File: src/rtl/core/lbsm_pkg.sv
`timescale 1ns / 1ps

package lbsm_pkg;

	localparam int SLOTS_DEF       = 23;
	localparam int MAX_BUFFERS_DEF = 1024;

	localparam int BUF_W      = 10;   // buffer number / tag width
	localparam int SLOT_IDX_W = 5;    // width of the slot_index result field
	localparam int TICK_W     = 31;   // tick saturates at 0x7FFFFFFF
	localparam logic [TICK_W-1:0] TICK_MAX = {TICK_W{1'b1}};

	// controller -> datapath
	typedef struct packed {
		logic load_req;    // capture incoming request
		logic classify;    // latch error / repeat-hit decision
		logic scan_start;  // clear scan trackers, counter to slot 0
		logic scan_step;   // examine one slot
		logic commit;      // update table, load result register
	} lbsm_cmd_t;

	// datapath -> controller
	typedef struct packed {
		logic err;         // request is out of range
		logic last_hit;    // repeat of the last buffer
		logic scan_done;   // counter sits on the last slot
		logic out_stall;   // result register full and not taken
	} lbsm_stat_t;

endpackage

File: src/rtl/core/lru_buffer_slot_manager_core.sv
`timescale 1ns / 1ps
// Channel   Handshake            Payload
// in        in_valid/in_ready    buffer_index[9:0]
// out       out_valid/out_ready  slot_index[4:0] hit filled_empty evicted
//                                evicted_buffer[9:0] allocated_new error
//
// A request that needs the slot scan (tag hit, empty fill or eviction) goes through
// accept, decide, one scan step per slot, then commit.
// A repeat of the last buffer or an out-of-range request skips the scan: accept, decide, then commit.
// arst_n clears all slots, the tick, the buffer count and the last-buffer record.
// The result register lets the next request enter while a result waits; commit
// holds until out_ready frees that register.

module lru_buffer_slot_manager_core #(
	parameter int SLOTS       = lbsm_pkg::SLOTS_DEF,
	parameter int MAX_BUFFERS = lbsm_pkg::MAX_BUFFERS_DEF
) (
	input  logic                            clk,
	input  logic                            arst_n,
	input  logic                            in_valid,
	output logic                            in_ready,
	input  logic [lbsm_pkg::BUF_W-1:0]      buffer_index,
	output logic                            out_valid,
	input  logic                            out_ready,
	output logic [lbsm_pkg::SLOT_IDX_W-1:0] slot_index,
	output logic                            hit,
	output logic                            filled_empty,
	output logic                            evicted,
	output logic [lbsm_pkg::BUF_W-1:0]      evicted_buffer,
	output logic                            allocated_new,
	output logic                            error
);

	lbsm_pkg::lbsm_cmd_t  cmd;
	lbsm_pkg::lbsm_stat_t stat;

	lbsm_ctrl u_ctrl (
		.clk      (clk),
		.arst_n   (arst_n),
		.in_valid (in_valid),
		.in_ready (in_ready),
		.stat     (stat),
		.cmd      (cmd)
	);

	lbsm_dpath #(
		.SLOTS       (SLOTS),
		.MAX_BUFFERS (MAX_BUFFERS)
	) u_dpath (
		.clk            (clk),
		.arst_n         (arst_n),
		.cmd            (cmd),
		.stat           (stat),
		.buffer_index   (buffer_index),
		.out_valid      (out_valid),
		.out_ready      (out_ready),
		.slot_index     (slot_index),
		.hit            (hit),
		.filled_empty   (filled_empty),
		.evicted        (evicted),
		.evicted_buffer (evicted_buffer),
		.allocated_new  (allocated_new),
		.error          (error)
	);

endmodule

File: src/rtl/core/lbsm_ctrl.sv
`timescale 1ns / 1ps

module lbsm_ctrl (
	input  logic                clk,
	input  logic                arst_n,
	input  logic                in_valid,
	output logic                in_ready,
	input  lbsm_pkg::lbsm_stat_t stat,
	output lbsm_pkg::lbsm_cmd_t  cmd
);

	localparam logic [1:0] ST_IDLE   = 2'd0;
	localparam logic [1:0] ST_DECIDE = 2'd1;
	localparam logic [1:0] ST_SCAN   = 2'd2;
	localparam logic [1:0] ST_DONE   = 2'd3;

	logic [1:0] state_q;
	logic [1:0] state_d;

	always_comb begin
		state_d  = state_q;
		cmd      = '0;
		in_ready = 1'b0;
		case (state_q)
			ST_IDLE: begin
				in_ready = 1'b1;
				if (in_valid) begin
					cmd.load_req = 1'b1;
					state_d      = ST_DECIDE;
				end
			end
			ST_DECIDE: begin
				cmd.classify = 1'b1;
				if (stat.err || stat.last_hit) begin
					state_d = ST_DONE;
				end else begin
					cmd.scan_start = 1'b1;
					state_d        = ST_SCAN;
				end
			end
			ST_SCAN: begin
				cmd.scan_step = 1'b1;
				if (stat.scan_done) begin
					state_d = ST_DONE;
				end
			end
			ST_DONE: begin
				if (!stat.out_stall) begin
					cmd.commit = 1'b1;
					state_d    = ST_IDLE;
				end
			end
			default: begin
				state_d = ST_IDLE;
			end
		endcase
	end

	always_ff @(posedge clk or negedge arst_n) begin
		if (!arst_n) begin
			state_q <= ST_IDLE;
		end else begin
			state_q <= state_d;
		end
	end

endmodule

File: src/rtl/core/lbsm_dpath.sv
`timescale 1ns / 1ps

module lbsm_dpath #(
	parameter int SLOTS       = lbsm_pkg::SLOTS_DEF,
	parameter int MAX_BUFFERS = lbsm_pkg::MAX_BUFFERS_DEF
) (
	input  logic                                clk,
	input  logic                                arst_n,
	input  lbsm_pkg::lbsm_cmd_t                 cmd,
	output lbsm_pkg::lbsm_stat_t                stat,
	input  logic [lbsm_pkg::BUF_W-1:0]          buffer_index,
	output logic                                out_valid,
	input  logic                                out_ready,
	output logic [lbsm_pkg::SLOT_IDX_W-1:0]     slot_index,
	output logic                                hit,
	output logic                                filled_empty,
	output logic                                evicted,
	output logic [lbsm_pkg::BUF_W-1:0]          evicted_buffer,
	output logic                                allocated_new,
	output logic                                error
);

	localparam int SLOT_W = (SLOTS > 1) ? $clog2(SLOTS) : 1;
	localparam int SLOT_XW = (SLOT_W > lbsm_pkg::SLOT_IDX_W) ? SLOT_W : lbsm_pkg::SLOT_IDX_W;
	localparam int BC_W   = $clog2(MAX_BUFFERS + 1);
	localparam int CMP_W  = (BC_W > lbsm_pkg::BUF_W) ? BC_W : lbsm_pkg::BUF_W;
	localparam int BW     = lbsm_pkg::BUF_W;
	localparam int TW     = lbsm_pkg::TICK_W;

	// slot table: valid bits reset, tags/stamps only read once written
	logic              valid_q [SLOTS];
	logic [BW-1:0]     tag_q   [SLOTS];
	logic [TW-1:0]     stamp_q [SLOTS];

	logic [TW-1:0]     tick_q;
	logic [BC_W-1:0]   bc_q;
	logic              last_valid_q;
	logic [BW-1:0]     last_tag_q;
	logic [SLOT_W-1:0] last_slot_q;

	logic [BW-1:0]     req_q;
	logic              err_q;
	logic              lhit_q;

	// scan trackers
	logic [SLOT_W-1:0] cnt_q;
	logic              mfound_q;
	logic [SLOT_W-1:0] mslot_q;
	logic              efound_q;
	logic [SLOT_W-1:0] eslot_q;
	logic [SLOT_W-1:0] min_slot_q;
	logic [TW-1:0]     min_stamp_q;
	logic [BW-1:0]     min_tag_q;

	// result register
	logic              out_valid_q;
	logic [SLOT_W-1:0] res_slot_q;
	logic              res_hit_q;
	logic              res_fill_q;
	logic              res_evict_q;
	logic [BW-1:0]     res_vic_q;
	logic              res_alloc_q;
	logic              res_err_q;

	logic [CMP_W-1:0]  req_x;
	logic [CMP_W-1:0]  bc_x;
	logic              err_c;
	logic              lhit_c;
	logic              alloc_c;
	logic [TW-1:0]     tick_n;
	logic [SLOT_W-1:0] sel_slot;
	logic              cur_valid;
	logic [BW-1:0]     cur_tag;
	logic [TW-1:0]     cur_stamp;
	logic [SLOT_XW-1:0] slot_ext;

	assign req_x  = CMP_W'(req_q);
	assign bc_x   = CMP_W'(bc_q);
	assign err_c  = (req_x > bc_x) ||
		((req_x == bc_x) && (bc_q >= BC_W'(MAX_BUFFERS)));
	assign lhit_c = last_valid_q && (req_q == last_tag_q);
	assign alloc_c = !lhit_q && (req_x == bc_x);
	assign tick_n = (tick_q == lbsm_pkg::TICK_MAX) ? tick_q : tick_q + 1'b1;

	assign cur_valid = valid_q[cnt_q];
	assign cur_tag   = tag_q[cnt_q];
	assign cur_stamp = stamp_q[cnt_q];

	always_comb begin
		if (lhit_q) begin
			sel_slot = last_slot_q;
		end else if (mfound_q) begin
			sel_slot = mslot_q;
		end else if (efound_q) begin
			sel_slot = eslot_q;
		end else begin
			sel_slot = min_slot_q;
		end
	end

	assign stat.err       = err_c;
	assign stat.last_hit  = lhit_c;
	assign stat.scan_done = (cnt_q == SLOT_W'(SLOTS - 1));
	assign stat.out_stall = out_valid_q && !out_ready;

	always_ff @(posedge clk) begin
		if (cmd.load_req) begin
			req_q <= buffer_index;
		end
		if (cmd.classify) begin
			err_q  <= err_c;
			lhit_q <= lhit_c;
		end
		if (cmd.scan_step) begin
			// strict compare keeps the lowest slot on equal stamps
			if ((cnt_q == '0) || (cur_stamp < min_stamp_q)) begin
				min_slot_q  <= cnt_q;
				min_stamp_q <= cur_stamp;
				min_tag_q   <= cur_tag;
			end
			if (cur_valid && (cur_tag == req_q) && !mfound_q) begin
				mslot_q <= cnt_q;
			end
			if (!cur_valid && !efound_q) begin
				eslot_q <= cnt_q;
			end
		end
		if (cmd.commit && !err_q) begin
			stamp_q[sel_slot] <= tick_n;
			if (!lhit_q) begin
				tag_q[sel_slot] <= req_q;
			end
		end
		if (cmd.commit) begin
			res_err_q   <= err_q;
			res_slot_q  <= err_q ? '0 : sel_slot;
			res_hit_q   <= !err_q && (lhit_q || mfound_q);
			res_fill_q  <= !err_q && !lhit_q && !mfound_q && efound_q;
			res_evict_q <= !err_q && !lhit_q && !mfound_q && !efound_q;
			res_vic_q   <= (!err_q && !lhit_q && !mfound_q && !efound_q) ? min_tag_q : '0;
			res_alloc_q <= !err_q && alloc_c;
		end
	end

	always_ff @(posedge clk or negedge arst_n) begin
		if (!arst_n) begin
			for (int i = 0; i < SLOTS; i++) begin
				valid_q[i] <= 1'b0;
			end
			tick_q       <= '0;
			bc_q         <= '0;
			last_valid_q <= 1'b0;
			last_tag_q   <= '0;
			last_slot_q  <= '0;
			cnt_q        <= '0;
			mfound_q     <= 1'b0;
			efound_q     <= 1'b0;
			out_valid_q  <= 1'b0;
		end else begin
			if (cmd.scan_start) begin
				cnt_q    <= '0;
				mfound_q <= 1'b0;
				efound_q <= 1'b0;
			end else if (cmd.scan_step) begin
				if (cur_valid && (cur_tag == req_q)) begin
					mfound_q <= 1'b1;
				end
				if (!cur_valid) begin
					efound_q <= 1'b1;
				end
				if (!stat.scan_done) begin
					cnt_q <= cnt_q + 1'b1;
				end
			end
			if (cmd.commit && !err_q) begin
				tick_q       <= tick_n;
				last_valid_q <= 1'b1;
				last_tag_q   <= req_q;
				last_slot_q  <= sel_slot;
				valid_q[sel_slot] <= 1'b1;
				if (alloc_c) begin
					bc_q <= bc_q + 1'b1;
				end
			end
			if (cmd.commit) begin
				out_valid_q <= 1'b1;
			end else if (out_ready) begin
				out_valid_q <= 1'b0;
			end
		end
	end

	assign slot_ext       = SLOT_XW'(res_slot_q);
	assign out_valid      = out_valid_q;
	assign slot_index     = slot_ext[lbsm_pkg::SLOT_IDX_W-1:0];
	assign hit            = res_hit_q;
	assign filled_empty   = res_fill_q;
	assign evicted        = res_evict_q;
	assign evicted_buffer = res_vic_q;
	assign allocated_new  = res_alloc_q;
	assign error          = res_err_q;

	a_commit_no_overwrite: assert property (@(posedge clk) disable iff (!arst_n)
		cmd.commit |-> !(out_valid_q && !out_ready))
		else $error("result register overwritten before taken");

	a_one_outcome: assert property (@(posedge clk) disable iff (!arst_n)
		out_valid_q |-> ($countones({res_hit_q, res_fill_q, res_evict_q, res_err_q}) == 1))
		else $error("result must carry exactly one outcome");

	a_victim_only_on_evict: assert property (@(posedge clk) disable iff (!arst_n)
		(out_valid_q && !res_evict_q) |-> (res_vic_q == '0))
		else $error("victim buffer reported without eviction");

	a_tick_monotonic: assert property (@(posedge clk) disable iff (!arst_n)
		1'b1 |=> (tick_q >= $past(tick_q)))
		else $error("tick counter went backwards");

	a_count_bounded: assert property (@(posedge clk) disable iff (!arst_n)
		bc_q <= BC_W'(MAX_BUFFERS))
		else $error("buffer count beyond table size");

endmodule
File: config.mk
export PLATFORM = sky130hd
export DESIGN_NAME = lru_buffer_slot_manager_core
export DESIGN_NICKNAME = d
export VERILOG_FILES = /design/src/rtl/core/lbsm_pkg.sv /design/src/rtl/core/lru_buffer_slot_manager_core.sv /design/src/rtl/core/lbsm_ctrl.sv /design/src/rtl/core/lbsm_dpath.sv
export SDC_FILE = /design/constraint.sdc
export NUM_CORES = 1
export LEC_CHECK = 0
export BUFFER_PORTS_ARGS = -buffer_cell sky130_fd_sc_hd__buf_2
export CAP_MARGIN = 20
export CORE_AREA = 3 3 283 285
export CTS_CLUSTER_DIAMETER = 80
export DETAILED_ROUTE_END_ITERATION = 7
export DIE_AREA = 0 0 286 288
export PLACE_DENSITY = 0.85
export SETUP_SLACK_MARGIN = 0.3
export SLEW_MARGIN = 20
export SYNTH_ARGS = -nofsm -noshare
export SYNTH_HDL_FRONTEND = slang
export SYNTH_SLANG_ARGS = --single-unit
export TNS_END_PERCENT = 50
File: constraint.sdc
create_clock -name clk -period 6.35 [get_ports clk]
set_clock_uncertainty 0.1 [all_clocks]
set_input_delay 0.9525 -clock clk [delete_from_list [all_inputs] [get_ports clk]]
set_output_delay 0.9525 -clock clk [all_outputs]
set_load 0.02 [all_outputs]
==> run summary <==
Run status
- **status** completed

Yosys
- **number of synthesized register bits** 1,122
- **count of flip-flops with a built-in enable after synthesis** 1,031
- **count of yosys warnings during synthesis** 0
- **fraction of synthesis flops using an asynchronous set or reset pin** 8.11%
- **gate count of the mapped netlist** 2,418
- **distinct cell type count of the synthesized netlist** 71
- **average cell area after synthesis** 18.6 µm²
- **Synth Flop Type** sky130_fd_sc_hd__edfxtp_1
- **synthesized net count** 2,481
- **Cell Area, Synth** 45,000 µm²
- **sequential fraction of the synthesis area** 73.9%

Cells and area
- **fraction of final layout cells with drive strength greater than 1** 22.2%
- **commonest non-fill, non-tap cell in the layout** sky130_fd_sc_hd__edfxtp_1
- **final-layout fill cell count** 4,763
- **final core occ** 64.8%
- **highest-count cells in the layout ignoring fill and taps** 1,031 x sky130_fd_sc_hd__edfxtp_1, 218 x sky130_fd_sc_hd__mux4_2, 165 x sky130_fd_sc_hd__nand2_1
- **Antenna Diode Count** 0
- **nets** 2,611
- **area growth from synthesis to layout** 11.7%
- **final cell count without fillers** 3,672

Worst setup path
- **endpoint class of the critical path** register
- **WP data required** 6.51 ns
- **number of cells on the worst reg-to-reg path** 15
- **startpoint kind of the worst setup timing path** register
- **CP Max Fanout** 48
- **CP arrival** 6.05 ns
- **setup slack of the worst register-to-register path** 0.46 ns
- **launching point of the worst reg2reg path** u_dpath.cnt_q[0]
- **category of the critical setup timing path** register to register
- **endpoint of the worst register-to-register path** u_dpath.min_tag_q[9]

Timing
- **least setup slack across all paths after layout** 0.465 ns
- **period utilisation layout** 92.7%
- **Slew headroom** 23.7%
- **Period minus WS final** 5.89 ns
- **Fin Setup TNS** 0 ns
- **slew of the pin with the lowest slew margin** 1.14 ns
- **final setup violation count** 0
- **highest clock rate** 0.170 GHz
- **unrepaired setup endpoints after global routing** false
- **number of slew-limit violations in the final report** 0
- **Final Hold Viols** 0

Placement
- **number of port buffers** 35
- **dpl hpwl** 60,300 µm
- **RePlAce Congestion** 0.866
- **placed instance count** 3,479
- **setup slack after placement** 1.03 ns

Global routing
- **antenna violations before repair** 0
- **Overflow after GRT** 0
- **Total GRT Usage** 27.8%
- **maximum number of pins on one net before global-route repair** 101
- **global-route wire length before repair** 167,000 µm
- **number of global-route vias before repair** 25,652

Floorplanning
- **effective utilization at floorplan** 58.0%
- **die span in x** 286 µm
- **height of the die** 288 µm
- **ports placed on the boundary** 36
- **core area** 77,600 µm²
- **die outline area** 82,400 µm²
- **row cnt** 102

Route
- **total vias in the final route** 24,904
- **iteration count of the initial detailed-routing pass** 8
- **vias per std cell** 6.78
- **drc violations** 0
- **routed len/inst** 30.8 µm
- **total wire length** 113,000 µm
- **initial DRC count** 3,704
- **antenna-violating nets left** 0

Clocking
- **CTS tree** built
- **count of clock tree sinks** 1,122
- **# H-tree levels** 3
- **number of buffers inserted during clock tree synthesis** 106
- **postcts setup bufs** 0
- **Resized cells post-CTS** 0
- **clock latency at the later pin of the worst-skew pair** 0.70 ns
- **clock input transition at the sequential cells of the worst setup and hold paths** 0.06 ns
- **buffer type at the clock tree root** sky130_fd_sc_hd__clkbuf_16
- **Max Buffers Root-to-Sink** 3
- **Hold-fix buffers, CTS** 0

Pwr
- **VDD IR max** 0.269 mV
- **static leakage** 17.1 nW
- **total power per unit cell area** 400 nW/µm²
- **overall power consumption** 20.1 mW

Run
- **Max Cap Violations** 0

Worst hold path
- **min-delay worst type** input pin to asynchronous set/reset pin

==> stage by stage <==
step	cell area (µm²)	hold slack [ns]
final	50300	0.167
after global routing	50300	0.204
after CTS	50200	0.180
after detailed placement	46900	0.347
after global placement	46900	0.338
after floorplan	45000	0.327
==> registers in the layout, indices dropped and copies added, names as in the netlist, 10 cells and up <==
signal,count
u_dpath.tag_q,230
u_dpath.valid_q,23
u_dpath.stamp_q,713
u_dpath.last_tag_q,10
u_dpath.tick_q,31
u_dpath.evicted_buffer,10
u_dpath.bc_q,11
u_dpath.req_q,10
u_dpath.min_stamp_q,31
u_dpath.min_tag_q,10
==> kinds of logic (layout without fill, tap and decap cells) <==
logic type	count (synthesis)	after routing	synth area share [%]
buf+inv	175	389	1.74
simple gates	450	450	4.85
flops	1122	1122	73.9
mux	346	346	13.8
compound gates	193	193	2.71
fa+ha+maj	49	49	1.36
xor+xnor	83	83	1.62
==> synthesized netlist by cell type, types with 11 or more instances <==
| cell type | number | area [µm²] |
|---|---|---|
| sky130_fd_sc_hd__o21ai_0 | 50 | 250 |
| sky130_fd_sc_hd__a21o_1 | 17 | 128 |
| sky130_fd_sc_hd__o21ai_1 | 35 | 175 |
| sky130_fd_sc_hd__nand2_1 | 165 | 619 |
| sky130_fd_sc_hd__nand4_1 | 24 | 150 |
| sky130_fd_sc_hd__buf_1 | 20 | 75.1 |
| sky130_fd_sc_hd__ha_1 | 49 | 613 |
| sky130_fd_sc_hd__o22ai_1 | 11 | 68.8 |
| sky130_fd_sc_hd__clkbuf_1 | 47 | 176 |
| sky130_fd_sc_hd__xor2_1 | 37 | 324 |
| sky130_fd_sc_hd__mux2i_1 | 104 | 1040 |
| sky130_fd_sc_hd__dfrtp_1 | 91 | 2280 |
| sky130_fd_sc_hd__mux2_2 | 20 | 225 |
| sky130_fd_sc_hd__mux4_2 | 218 | 4910 |
| sky130_fd_sc_hd__or2_2 | 19 | 119 |
| sky130_fd_sc_hd__buf_2 | 28 | 140 |
| sky130_fd_sc_hd__edfxtp_1 | 1031 | 31000 |
| sky130_fd_sc_hd__a21oi_1 | 23 | 115 |
| sky130_fd_sc_hd__nand2b_1 | 23 | 144 |
| sky130_fd_sc_hd__nor3_1 | 36 | 180 |
| sky130_fd_sc_hd__inv_1 | 62 | 233 |
| sky130_fd_sc_hd__and2_1 | 12 | 75.1 |
| sky130_fd_sc_hd__xnor2_1 | 46 | 403 |
| sky130_fd_sc_hd__nand3_1 | 20 | 100 |
| sky130_fd_sc_hd__nor2_1 | 95 | 357 |
==> area by class of cell <==
| type | instances | area (µm²) | share of cell area (%) |
|---|---|---|---|
| tap | 1040 | 1300 | 2.59 |
| clock inverter | 56 | 470 | 0.936 |
| sequential | 1122 | 33300 | 66.2 |
| timing repair buffer | 134 | 1010 | 2.01 |
| clock buffer | 136 | 2830 | 5.62 |
| inverter | 63 | 236 | 0.471 |
| multi-input combinational | 1121 | 11200 | 22.2 |
==> layer usage <==
metal	GRT usage [%]	vias to the layer above	routed length [µm]
li1	-	9780	-
met1	36.6	12540	38500
met2	44.3	2149	54300
met3	6.66	435	14300
met4	13.4	0	5920
met5	0	-	0
==> how the worst max path moves through the flow <==
stage / from / to / cells after the start
final: u_dpath.cnt_q[0] / u_dpath.min_tag_q[9] / 15
after global placement: u_dpath.cnt_q[0] / u_dpath.min_tag_q[0] / 15
after detailed placement: u_dpath.cnt_q[0] / u_dpath.min_tag_q[9] / 15
after CTS: u_dpath.cnt_q[0] / u_dpath.min_tag_q[9] / 15
after global routing: u_dpath.cnt_q[0] / u_dpath.min_tag_q[0] / 15
after floorplan: u_dpath.cnt_q[0] / u_dpath.min_slot_q[0] / 18
==> critical path: stages (launching register included) <==
cell and delay, ns:
sky130_fd_sc_hd__dfrtp_4 1.07, sky130_fd_sc_hd__buf_12 0.41, sky130_fd_sc_hd__mux4_2 0.62, sky130_fd_sc_hd__mux4_2 0.49, sky130_fd_sc_hd__nand2_1 0.13, sky130_fd_sc_hd__o21ai_1 0.13
sky130_fd_sc_hd__ha_1 0.37, sky130_fd_sc_hd__a21o_1 0.18, sky130_fd_sc_hd__a21o_1 0.19, sky130_fd_sc_hd__a21oi_1 0.26, sky130_fd_sc_hd__o31ai_1 0.20, sky130_fd_sc_hd__nor3_1 0.26
sky130_fd_sc_hd__a21oi_1 0.17, sky130_fd_sc_hd__o21ai_1 0.16, sky130_fd_sc_hd__o211a_2 0.22, sky130_fd_sc_hd__buf_4 0.37
==> power breakdown <==
part           total (mW)  internal (mW)  leakage, nW  switching [mW]
logic                4.86           1.99         4.92            2.87
clock network        6.07           3.32         1.61            2.75
registers            9.15           8.77         10.6           0.388
total                20.1           14.1         17.1            6.01
Power figures use the tool's default switching activity.
